===== config.mk =====
export PLATFORM = sky130hd
export DESIGN_NAME = affine_gradient_moment_reduction_top
export DESIGN_NICKNAME = d
export VERILOG_FILES = /design/src/hw/rtl/agmr_pkg.sv /design/src/hw/rtl/agmr_front.sv /design/src/hw/rtl/agmr_queue.sv /design/src/hw/rtl/agmr_back.sv /design/src/hw/rtl/affine_gradient_moment_reduction_top.sv
export SDC_FILE = /design/constraint.sdc
export NUM_CORES = 2
export LEC_CHECK = 0
export BUFFER_PORTS_ARGS = -buffer_cell sky130_fd_sc_hd__clkbuf_2
export CELL_PAD_IN_SITES_DETAIL_PLACEMENT = 0
export CELL_PAD_IN_SITES_GLOBAL_PLACEMENT = 1
export CORE_UTILIZATION = 46
export DETAILED_ROUTE_END_ITERATION = 7
export PLACE_DENSITY_LB_ADDON = 0.1
export SLEW_MARGIN = 20
export SYNTH_ARGS = -nofsm -noshare
export SYNTH_HDL_FRONTEND = slang
export SYNTH_SLANG_ARGS = --single-unit

===== constraint.sdc =====
create_clock -name i_clk -period 27.6 [get_ports i_clk]
set_clock_uncertainty 0.2 [all_clocks]
set_input_delay 2.76 -clock i_clk [delete_from_list [all_inputs] [get_ports i_clk]]
set_output_delay 2.76 -clock i_clk [all_outputs]
set_load 0.02 [all_outputs]

===== src/hw/rtl/agmr_pkg.sv =====
// Shared types and constants for the affine gradient moment reduction block.
// No dependencies; every other file refers to it by scoped names.
`default_nettype none

package agmr_pkg;

    // Configuration register file.
    localparam int CFG_WIDTH     = 13;
    localparam int CFG_IDX_WIDTH = 1;
    localparam logic [CFG_IDX_WIDTH-1:0] REG_GRID_WIDTH  = 1'b0;
    localparam logic [CFG_IDX_WIDTH-1:0] REG_GRID_HEIGHT = 1'b1;
    localparam logic [CFG_WIDTH-1:0]     GRID_DIM_RESET  = 13'd256;

    // Moment sums.
    localparam int SUM_WIDTH = 64;
    localparam int NUM_SUMS  = 6;
    localparam int SUM_X_GX  = 0;
    localparam int SUM_Y_GX  = 1;
    localparam int SUM_GX    = 2;
    localparam int SUM_X_GY  = 3;
    localparam int SUM_Y_GY  = 4;
    localparam int SUM_GY    = 5;

    // Queue between the front and back parts.
    localparam int QUEUE_DEPTH     = 4;
    localparam int QUEUE_PTR_WIDTH = 2;
    localparam int QUEUE_CNT_WIDTH = 3;

    typedef struct packed {
        logic full;
        logic empty;
    } t_queue_status;

endpackage

`default_nettype wire


===== src/hw/rtl/agmr_front.sv =====
// Front part: holds the grid size registers and the column and row counters,
// tags each accepted pixel with its coordinates and an end-of-frame flag.
// Depends on agmr_pkg.
`default_nettype none

module agmr_front #(
    parameter int MAX_DIM    = 4096,
    parameter int GRAD_WIDTH = 16
) (
    input  wire logic                                  i_clk,
    input  wire logic                                  i_rst_n,
    input  wire logic                                  i_cfg_we,
    input  wire logic [agmr_pkg::CFG_IDX_WIDTH-1:0]    i_cfg_addr,
    input  wire logic [agmr_pkg::CFG_WIDTH-1:0]        i_cfg_wdata,
    input  wire logic                                  i_accept,
    input  wire logic [GRAD_WIDTH-1:0]                 i_grad_x,
    input  wire logic [GRAD_WIDTH-1:0]                 i_grad_y,
    // Fields from the lowest bit up: grad_x, grad_y, column, row, last.
    output logic [2*GRAD_WIDTH+2*$clog2(MAX_DIM):0]    o_item
);

    localparam int CW   = $clog2(MAX_DIM);
    localparam int DW   = CW + 1;
    localparam int CMPW = (agmr_pkg::CFG_WIDTH > DW) ? agmr_pkg::CFG_WIDTH : DW;

    logic [agmr_pkg::CFG_WIDTH-1:0] r_grid_width;
    logic [agmr_pkg::CFG_WIDTH-1:0] r_grid_height;
    logic [CW-1:0]                  r_col;
    logic [CW-1:0]                  r_row;
    logic [CW-1:0]                  n_col;
    logic [CW-1:0]                  n_row;
    logic [DW-1:0]                  eff_width;
    logic [DW-1:0]                  eff_height;
    logic                           last_col;
    logic                           last_row;

    function automatic logic [DW-1:0] clamp_dim(input logic [agmr_pkg::CFG_WIDTH-1:0] v);
        logic [CMPW-1:0] ext;
        ext = CMPW'(v);
        if (ext == '0) begin
            clamp_dim = DW'(1);
        end else if (ext > CMPW'(MAX_DIM)) begin
            clamp_dim = DW'(MAX_DIM);
        end else begin
            clamp_dim = DW'(ext);
        end
    endfunction

    always_ff @(posedge i_clk) begin
        if (!i_rst_n) begin
            r_grid_width  <= agmr_pkg::GRID_DIM_RESET;
            r_grid_height <= agmr_pkg::GRID_DIM_RESET;
        end else if (i_cfg_we) begin
            unique case (i_cfg_addr)
                agmr_pkg::REG_GRID_WIDTH:  r_grid_width  <= i_cfg_wdata;
                agmr_pkg::REG_GRID_HEIGHT: r_grid_height <= i_cfg_wdata;
                default: ;
            endcase
        end
    end

    assign eff_width  = clamp_dim(r_grid_width);
    assign eff_height = clamp_dim(r_grid_height);

    // A shrunken grid can leave a counter beyond its new end, hence >= here.
    assign last_col = ({1'b0, r_col} + DW'(1)) >= eff_width;
    assign last_row = ({1'b0, r_row} + DW'(1)) >= eff_height;

    always_comb begin
        n_col = r_col + CW'(1);
        n_row = r_row;
        if (last_col) begin
            n_col = '0;
            n_row = last_row ? '0 : r_row + CW'(1);
        end
    end

    always_ff @(posedge i_clk) begin
        if (!i_rst_n) begin
            r_col <= '0;
            r_row <= '0;
        end else if (i_accept) begin
            r_col <= n_col;
            r_row <= n_row;
        end
    end

    assign o_item = {last_col & last_row, r_row, r_col, i_grad_y, i_grad_x};

endmodule

`default_nettype wire


===== src/hw/rtl/agmr_queue.sv =====
// Short register queue that decouples the front part from the back part.
// Depends on agmr_pkg for its depth and status struct.
`default_nettype none

module agmr_queue #(
    parameter int WIDTH = 57
) (
    input  wire logic              i_clk,
    input  wire logic              i_rst_n,
    input  wire logic              i_push,
    input  wire logic [WIDTH-1:0]  i_data,
    input  wire logic              i_pop,
    output logic [WIDTH-1:0]       o_data,
    output agmr_pkg::t_queue_status o_status
);

    logic [WIDTH-1:0]                       r_mem [agmr_pkg::QUEUE_DEPTH];
    logic [agmr_pkg::QUEUE_PTR_WIDTH-1:0]   r_wr_ptr;
    logic [agmr_pkg::QUEUE_PTR_WIDTH-1:0]   r_rd_ptr;
    logic [agmr_pkg::QUEUE_CNT_WIDTH-1:0]   r_count;

    always_ff @(posedge i_clk) begin
        if (i_push) begin
            r_mem[r_wr_ptr] <= i_data;
        end
    end

    always_ff @(posedge i_clk) begin
        if (!i_rst_n) begin
            r_wr_ptr <= '0;
            r_rd_ptr <= '0;
            r_count  <= '0;
        end else begin
            if (i_push) begin
                r_wr_ptr <= r_wr_ptr + agmr_pkg::QUEUE_PTR_WIDTH'(1);
            end
            if (i_pop) begin
                r_rd_ptr <= r_rd_ptr + agmr_pkg::QUEUE_PTR_WIDTH'(1);
            end
            if (i_push && !i_pop) begin
                r_count <= r_count + agmr_pkg::QUEUE_CNT_WIDTH'(1);
            end else if (!i_push && i_pop) begin
                r_count <= r_count - agmr_pkg::QUEUE_CNT_WIDTH'(1);
            end
        end
    end

    assign o_data         = r_mem[r_rd_ptr];
    assign o_status.full  = (r_count == agmr_pkg::QUEUE_CNT_WIDTH'(agmr_pkg::QUEUE_DEPTH));
    assign o_status.empty = (r_count == '0);

endmodule

`default_nettype wire


===== src/hw/rtl/agmr_back.sv =====
// Back part: multiplies the coordinates by the gradients in one stage and
// accumulates the six moment sums in the next, loading the result register
// at the end of each frame. Depends on agmr_pkg.
`default_nettype none

module agmr_back #(
    parameter int MAX_DIM    = 4096,
    parameter int GRAD_WIDTH = 16
) (
    input  wire logic                                  i_clk,
    input  wire logic                                  i_rst_n,
    input  wire agmr_pkg::t_queue_status               i_q_status,
    input  wire logic [2*GRAD_WIDTH+2*$clog2(MAX_DIM):0] i_item,
    output logic                                       o_pop,
    output logic                                       o_valid,
    input  wire logic                                  i_ready,
    output logic [agmr_pkg::NUM_SUMS*agmr_pkg::SUM_WIDTH-1:0] o_data
);

    localparam int CW = $clog2(MAX_DIM);
    localparam int PW = CW + 1 + GRAD_WIDTH;
    localparam int SW = agmr_pkg::SUM_WIDTH;

    logic signed [GRAD_WIDTH-1:0] gx;
    logic signed [GRAD_WIDTH-1:0] gy;
    logic signed [CW:0]           x_s;
    logic signed [CW:0]           y_s;
    logic                         item_last;

    logic                         r_s1_valid;
    logic                         r_s1_last;
    logic signed [PW-1:0]         r_p_xgx;
    logic signed [PW-1:0]         r_p_ygx;
    logic signed [PW-1:0]         r_p_xgy;
    logic signed [PW-1:0]         r_p_ygy;
    logic signed [GRAD_WIDTH-1:0] r_s1_gx;
    logic signed [GRAD_WIDTH-1:0] r_s1_gy;
    logic                         s1_adv;

    logic [SW-1:0] r_sum [agmr_pkg::NUM_SUMS];
    logic [SW-1:0] n_sum [agmr_pkg::NUM_SUMS];
    logic [SW-1:0] r_out [agmr_pkg::NUM_SUMS];
    logic [SW-1:0] addend [agmr_pkg::NUM_SUMS];
    logic          r_out_valid;

    assign gx        = i_item[GRAD_WIDTH-1:0];
    assign gy        = i_item[2*GRAD_WIDTH-1:GRAD_WIDTH];
    assign x_s       = {1'b0, i_item[2*GRAD_WIDTH+CW-1:2*GRAD_WIDTH]};
    assign y_s       = {1'b0, i_item[2*GRAD_WIDTH+2*CW-1:2*GRAD_WIDTH+CW]};
    assign item_last = i_item[2*GRAD_WIDTH+2*CW];

    // The product stage holds a frame's last pixel until the result register is free.
    assign s1_adv = r_s1_valid && (!r_s1_last || !r_out_valid || i_ready);
    assign o_pop  = !i_q_status.empty && (!r_s1_valid || s1_adv);

    always_ff @(posedge i_clk) begin
        if (o_pop) begin
            r_p_xgx   <= x_s * gx;
            r_p_ygx   <= y_s * gx;
            r_p_xgy   <= x_s * gy;
            r_p_ygy   <= y_s * gy;
            r_s1_gx   <= gx;
            r_s1_gy   <= gy;
            r_s1_last <= item_last;
        end
    end

    always_ff @(posedge i_clk) begin
        if (!i_rst_n) begin
            r_s1_valid <= 1'b0;
        end else if (o_pop) begin
            r_s1_valid <= 1'b1;
        end else if (s1_adv) begin
            r_s1_valid <= 1'b0;
        end
    end

    always_comb begin
        addend[agmr_pkg::SUM_X_GX] = {{(SW-PW){r_p_xgx[PW-1]}}, r_p_xgx};
        addend[agmr_pkg::SUM_Y_GX] = {{(SW-PW){r_p_ygx[PW-1]}}, r_p_ygx};
        addend[agmr_pkg::SUM_GX]   = {{(SW-GRAD_WIDTH){r_s1_gx[GRAD_WIDTH-1]}}, r_s1_gx};
        addend[agmr_pkg::SUM_X_GY] = {{(SW-PW){r_p_xgy[PW-1]}}, r_p_xgy};
        addend[agmr_pkg::SUM_Y_GY] = {{(SW-PW){r_p_ygy[PW-1]}}, r_p_ygy};
        addend[agmr_pkg::SUM_GY]   = {{(SW-GRAD_WIDTH){r_s1_gy[GRAD_WIDTH-1]}}, r_s1_gy};
        for (int k = 0; k < agmr_pkg::NUM_SUMS; k++) begin
            n_sum[k] = r_sum[k] + addend[k];
        end
    end

    always_ff @(posedge i_clk) begin
        if (!i_rst_n) begin
            for (int k = 0; k < agmr_pkg::NUM_SUMS; k++) begin
                r_sum[k] <= '0;
            end
        end else if (s1_adv) begin
            for (int k = 0; k < agmr_pkg::NUM_SUMS; k++) begin
                r_sum[k] <= r_s1_last ? '0 : n_sum[k];
            end
        end
    end

    always_ff @(posedge i_clk) begin
        if (s1_adv && r_s1_last) begin
            for (int k = 0; k < agmr_pkg::NUM_SUMS; k++) begin
                r_out[k] <= n_sum[k];
            end
        end
    end

    always_ff @(posedge i_clk) begin
        if (!i_rst_n) begin
            r_out_valid <= 1'b0;
        end else if (s1_adv && r_s1_last) begin
            r_out_valid <= 1'b1;
        end else if (i_ready) begin
            r_out_valid <= 1'b0;
        end
    end

    assign o_valid = r_out_valid;

    for (genvar g = 0; g < agmr_pkg::NUM_SUMS; g++) begin : g_pack
        assign o_data[g*SW +: SW] = r_out[g];
    end

endmodule

`default_nettype wire


===== src/hw/rtl/affine_gradient_moment_reduction_top.sv =====
// A frame's result passes the queue, product stage and result register after its
// last pixel is accepted. Throughput: one pixel per cycle; the product stage holds
// only a frame's last pixel while the previous result waits at the output register.
// Reset (synchronous, active low) sets the grid to 256 x 256, clears the
// counters, sums, queue and output valid. Top level; depends on agmr_pkg,
// agmr_front, agmr_queue and agmr_back.
`default_nettype none

module affine_gradient_moment_reduction_top #(
    parameter int MAX_DIM    = 4096,
    parameter int GRAD_WIDTH = 16
) (
    input  wire logic                                 i_clk,
    input  wire logic                                 i_rst_n,
    input  wire logic                                 i_cfg_we,
    input  wire logic [agmr_pkg::CFG_IDX_WIDTH-1:0]   i_cfg_addr,
    input  wire logic [agmr_pkg::CFG_WIDTH-1:0]       i_cfg_wdata,
    input  wire logic                                 s_axis_tvalid,
    output logic                                      s_axis_tready,
    // Fields from the lowest bit up: grad_x, grad_y, zero padding to bytes.
    input  wire logic [((2*GRAD_WIDTH+7)/8)*8-1:0]    s_axis_tdata,
    output logic                                      m_axis_tvalid,
    input  wire logic                                 m_axis_tready,
    // Fields from the lowest bit up: sum_x_times_gx, sum_y_times_gx, sum_gx,
    // sum_x_times_gy, sum_y_times_gy, sum_gy.
    output logic [agmr_pkg::NUM_SUMS*agmr_pkg::SUM_WIDTH-1:0] m_axis_tdata
);

    localparam int CW     = $clog2(MAX_DIM);
    localparam int ITEM_W = 2*GRAD_WIDTH + 2*CW + 1;

    logic                    in_accept;
    logic [ITEM_W-1:0]       front_item;
    logic [ITEM_W-1:0]       queue_item;
    logic                    queue_pop;
    agmr_pkg::t_queue_status queue_status;

    assign s_axis_tready = !queue_status.full;
    assign in_accept     = s_axis_tvalid && s_axis_tready;

    agmr_front #(
        .MAX_DIM    (MAX_DIM),
        .GRAD_WIDTH (GRAD_WIDTH)
    ) u_front (
        .i_clk       (i_clk),
        .i_rst_n     (i_rst_n),
        .i_cfg_we    (i_cfg_we),
        .i_cfg_addr  (i_cfg_addr),
        .i_cfg_wdata (i_cfg_wdata),
        .i_accept    (in_accept),
        .i_grad_x    (s_axis_tdata[GRAD_WIDTH-1:0]),
        .i_grad_y    (s_axis_tdata[2*GRAD_WIDTH-1:GRAD_WIDTH]),
        .o_item      (front_item)
    );

    agmr_queue #(
        .WIDTH (ITEM_W)
    ) u_queue (
        .i_clk    (i_clk),
        .i_rst_n  (i_rst_n),
        .i_push   (in_accept),
        .i_data   (front_item),
        .i_pop    (queue_pop),
        .o_data   (queue_item),
        .o_status (queue_status)
    );

    agmr_back #(
        .MAX_DIM    (MAX_DIM),
        .GRAD_WIDTH (GRAD_WIDTH)
    ) u_back (
        .i_clk      (i_clk),
        .i_rst_n    (i_rst_n),
        .i_q_status (queue_status),
        .i_item     (queue_item),
        .o_pop      (queue_pop),
        .o_valid    (m_axis_tvalid),
        .i_ready    (m_axis_tready),
        .o_data     (m_axis_tdata)
    );

endmodule

`default_nettype wire


==> flow_summary_export.csv <==
group,metric,value,unit
logic_synthesis,syn_inst,8819,
logic_synthesis,ys_warn_count,0,
placement,dp_hpwl,178000,µm
detailed_routing,drtIter0Drc,3933,
cts,cts_resized,0,
setup_path,cp-start-kind,"flip-flop",
job,cap_violations,0,
cts,cts_root_buf,"clkbuf_16",
detailed_routing,wl_per_cell,20.2,µm
global_routing,grt_max_degree,124,
logic_synthesis,syn_avg_cell_area,10.4,µm²
cts,cts_made_buffers,144,
logic_synthesis,synth_top_area_share,37.3,%
sta,max_slew_margin,26.7,%
floorplan,fp.dieW,449,µm
cts,postCtsSetupRepairBufs,0,
detailed_routing,final_antenna_net_count,0,
cts,cts_tree,"yes",
setup_path,path_class,"reg2reg",
global_routing,grt_pass1_wl,380000,µm
sta,fin_crit,8.93,ns
setup_path,worstPathRequired,27.95,ns
floorplan,rows,163,
cells_and_area,fin_nets,10600,
cells_and_area,syn2layout_area_growth,10.7,%
floorplan,dieArea,202000,µm²
cells_and_area,layout_commonest_cell,"inv_1",
logic_synthesis,ys_async_sr_fraction,0,%
setup_path,end_kind,"flip-flop",
sta,tightest_slew,1.09,ns
cts,htreeDepth,4,
logic_synthesis,ys.flop_type,"edfxtp_1",
logic_synthesis,synth_seq_cells,1206,
global_routing,track_usage,24.0,%
floorplan,io_pins,437,
setup_path,worst_ep_arrival_time,9.29,ns
cts,clkLatencyLatePin,0.83,ns
logic_synthesis,synth-edff-count,1145,
placement,routabilityCongestion,0.903,
placement,dp_cells,11600,
cts,clk_pin_slew,0.06,ns
floorplan,fp.dieH,449,µm
global_routing,grt_pass1_vias,65800,
logic_synthesis,netlist_area,92100,µm²
sta,setup_viol,0,
logic_synthesis,synth_nets,10300,
cts,cts.sinks,1206,
cells_and_area,fin_cells,11900,
sta,fin_crit_sh,32.4,%
sta,max_freq,112,MHz
placement,dpl_cell_area,97000,µm²
setup_path,rr_worst_depth,22,
sta,hold_viol,0,
logic_synthesis,yosys.area.top_type,"edfxtp_1",
placement,port_buffers,436,
global_routing,antenna_found_initial,17,
sta,maxSlewViolCount,0,
cts,clockBufferDepth,3,
setup_path,ff2ff_setup_slack,18.67,ns
cells_and_area,layout-drive-gt1-share,9.49,%
detailed_routing,viasPerCell,5.36,
setup_path,crit_fanout,57,
min_path,hold_end,"u_front.r_grid_height[0]",
setup_path,reg2reg_to,"u_back.r_p_xgx[28]",
floorplan,start_util,46.5,%
logic_synthesis,yosysSeqAreaShare,38.7,%
run_status,status,"finished clean",
detailed_routing,dr.pass1.iters,5,
min_path,min_from,"u_front.r_grid_height[0]",
logic_synthesis,synth_cell_type_count,93,
detailed_routing,route.detailed.drc,0,
sta,fin_setup_tns,0,ns
cells_and_area,layout_common_cells,"1204 x inv_1, 1145 x edfxtp_1, 838 x nand2_1",
sta,worst_hold_slack,0.273,ns
global_routing,grt-ovfl-total,0,
cells_and_area,final_area,102000,µm²
cts,holdBufCountCts,0,
sta,grt_setup_unrepaired,"false",
detailed_routing,drt_wl_total,241000,µm
floorplan,core-area,198000,µm²
cells_and_area,nFillCells,18100,
logic_synthesis,ys_top_cells_by_area,"edfxtp_1 37%, fa_1 16%, ha_1 9.2%, inv_1 4.9%, nand2_1 3.4%",
min_path,hold_class,"reg2reg",
detailed_routing,num_vias,63800,
min_path,worstHoldPathCells,2,
==> stage by stage <==
stage / utilization [%] / setup slack (ns)
after floorplan: - / 7.51
after global placement: 49.0 / 18.67
after detailed placement: 49.0 / 18.60
after CTS: 51.5 / 18.53
after global routing: 51.5 / 18.04
final: 51.5 / 18.67
==> metal layers <==
| metal | vias to the layer above | GRT usage, % | part of all wire, % |
|---|---|---|---|
| li1 | 30600 | - | - |
| met1 | 31500 | 32.5 | 45 |
| met2 | 1468 | 39.8 | 47 |
| met3 | 322 | 2.96 | 4.3 |
| met4 | 2 | 7.96 | 3.4 |
| met5 | - | 0 | 0.0058 |
==> sequential cells by signal (all words and copies together), names as in the netlist, 16 cells and up, named ones only <==
register	flops
u_back.r_out	384
u_back.r_sum	384
u_queue.r_mem	228
u_back.r_p_xgx	29
u_back.r_p_xgy	29
u_back.r_p_ygx	29
u_back.r_p_ygy	29
u_back.r_s1_gx	16
u_back.r_s1_gy	16
==> final cells by class <==
type	count	area, µm²	area share [%]
Multi-Input combinational cell	6065	50700	49.8
Sequential cell	1206	35600	34.9
Inverter	1205	4520	4.44
Clock buffer	174	3760	3.68
Tap cell	2640	3300	3.24
Timing Repair Buffer	523	2860	2.81
Clock inverter	88	1120	1.10
Antenna cell	4	10.0	0.00982
==> worst max-delay path, cell delays in order (launching register included) <==
cell	delay, ns
dfxtp_4	0.82
buf_4	0.79
mux2_2	0.41
o21ai_1	0.83
inv_1	0.55
nand2_1	0.22
fa_1	0.47
fa_1	0.53
inv_1	0.06
fa_1	0.49
fa_1	0.50
inv_1	0.06
fa_1	0.48
inv_1	0.05
ha_1	0.35
a21o_1	0.19
or3_1	0.30
nor3_1	0.21
o21ai_0	0.19
a41oi_1	0.40
o221ai_1	0.18
a21oi_1	0.21
xnor2_1	0.08
==> cell usage after synthesis, types with 14 or more instances <==
master	count
xnor2_1	323
nand3_1	123
dfxtp_1	61
mux4_2	14
fa_1	719
nor3_1	75
and4_1	21
a21o_1	288
buf_1	30
o21bai_1	82
nand2_1	839
mux2i_1	55
inv_1	1204
edfxtp_1	1145
and2_1	437
ha_1	679
nor4_1	17
o211ai_1	18
nor2_1	588
xor2_1	167
and3_1	55
o31a_1	17
clkbuf_1	305
a21oi_1	474
or3_1	29
o21ai_0	285
a221oi_1	14
o22ai_1	15
a31oi_1	54
o21a_1	67
o21ai_1	33
nor2b_1	69
mux2_2	43
nand2b_1	64
a211oi_1	38
nand4_1	90
a21boi_0	54
o31ai_1	22
==> worst max-delay path by stage <==
| stage | endpoint | slack, ns | cells after the start |
|---|---|---|---|
| 2_1_floorplan | u_back.r_out[0][0] | 7.51 | 2 |
| 3_3_place_gp | u_back.r_p_xgx[28] | 18.67 | 22 |
| 3_5_place_dp | u_back.r_p_xgx[28] | 18.60 | 22 |
| 4_1_cts | u_back.r_p_xgx[28] | 18.53 | 22 |
| 5_1_grt | u_back.r_p_xgx[28] | 18.04 | 22 |
| 6_report | u_back.r_p_xgx[28] | 18.67 | 22 |
==> cell families after synthesis <==
kind of cell	count (synthesis)	share of synthesized area, %
flip-flops	1206	38.7
multiplexers	112	1.47
buffers and inverters	1548	6.32
XOR/XNOR	490	4.66
AND/OR/NAND/NOR	2445	12.6
adder cells (fa/ha/maj)	1398	24.9
AO/OA/AOI/OAI	1620	11.4
Power is left out: the tool's default activity adds up to more than one toggle a clock period on the data nets, which glitch-free logic cannot reach.
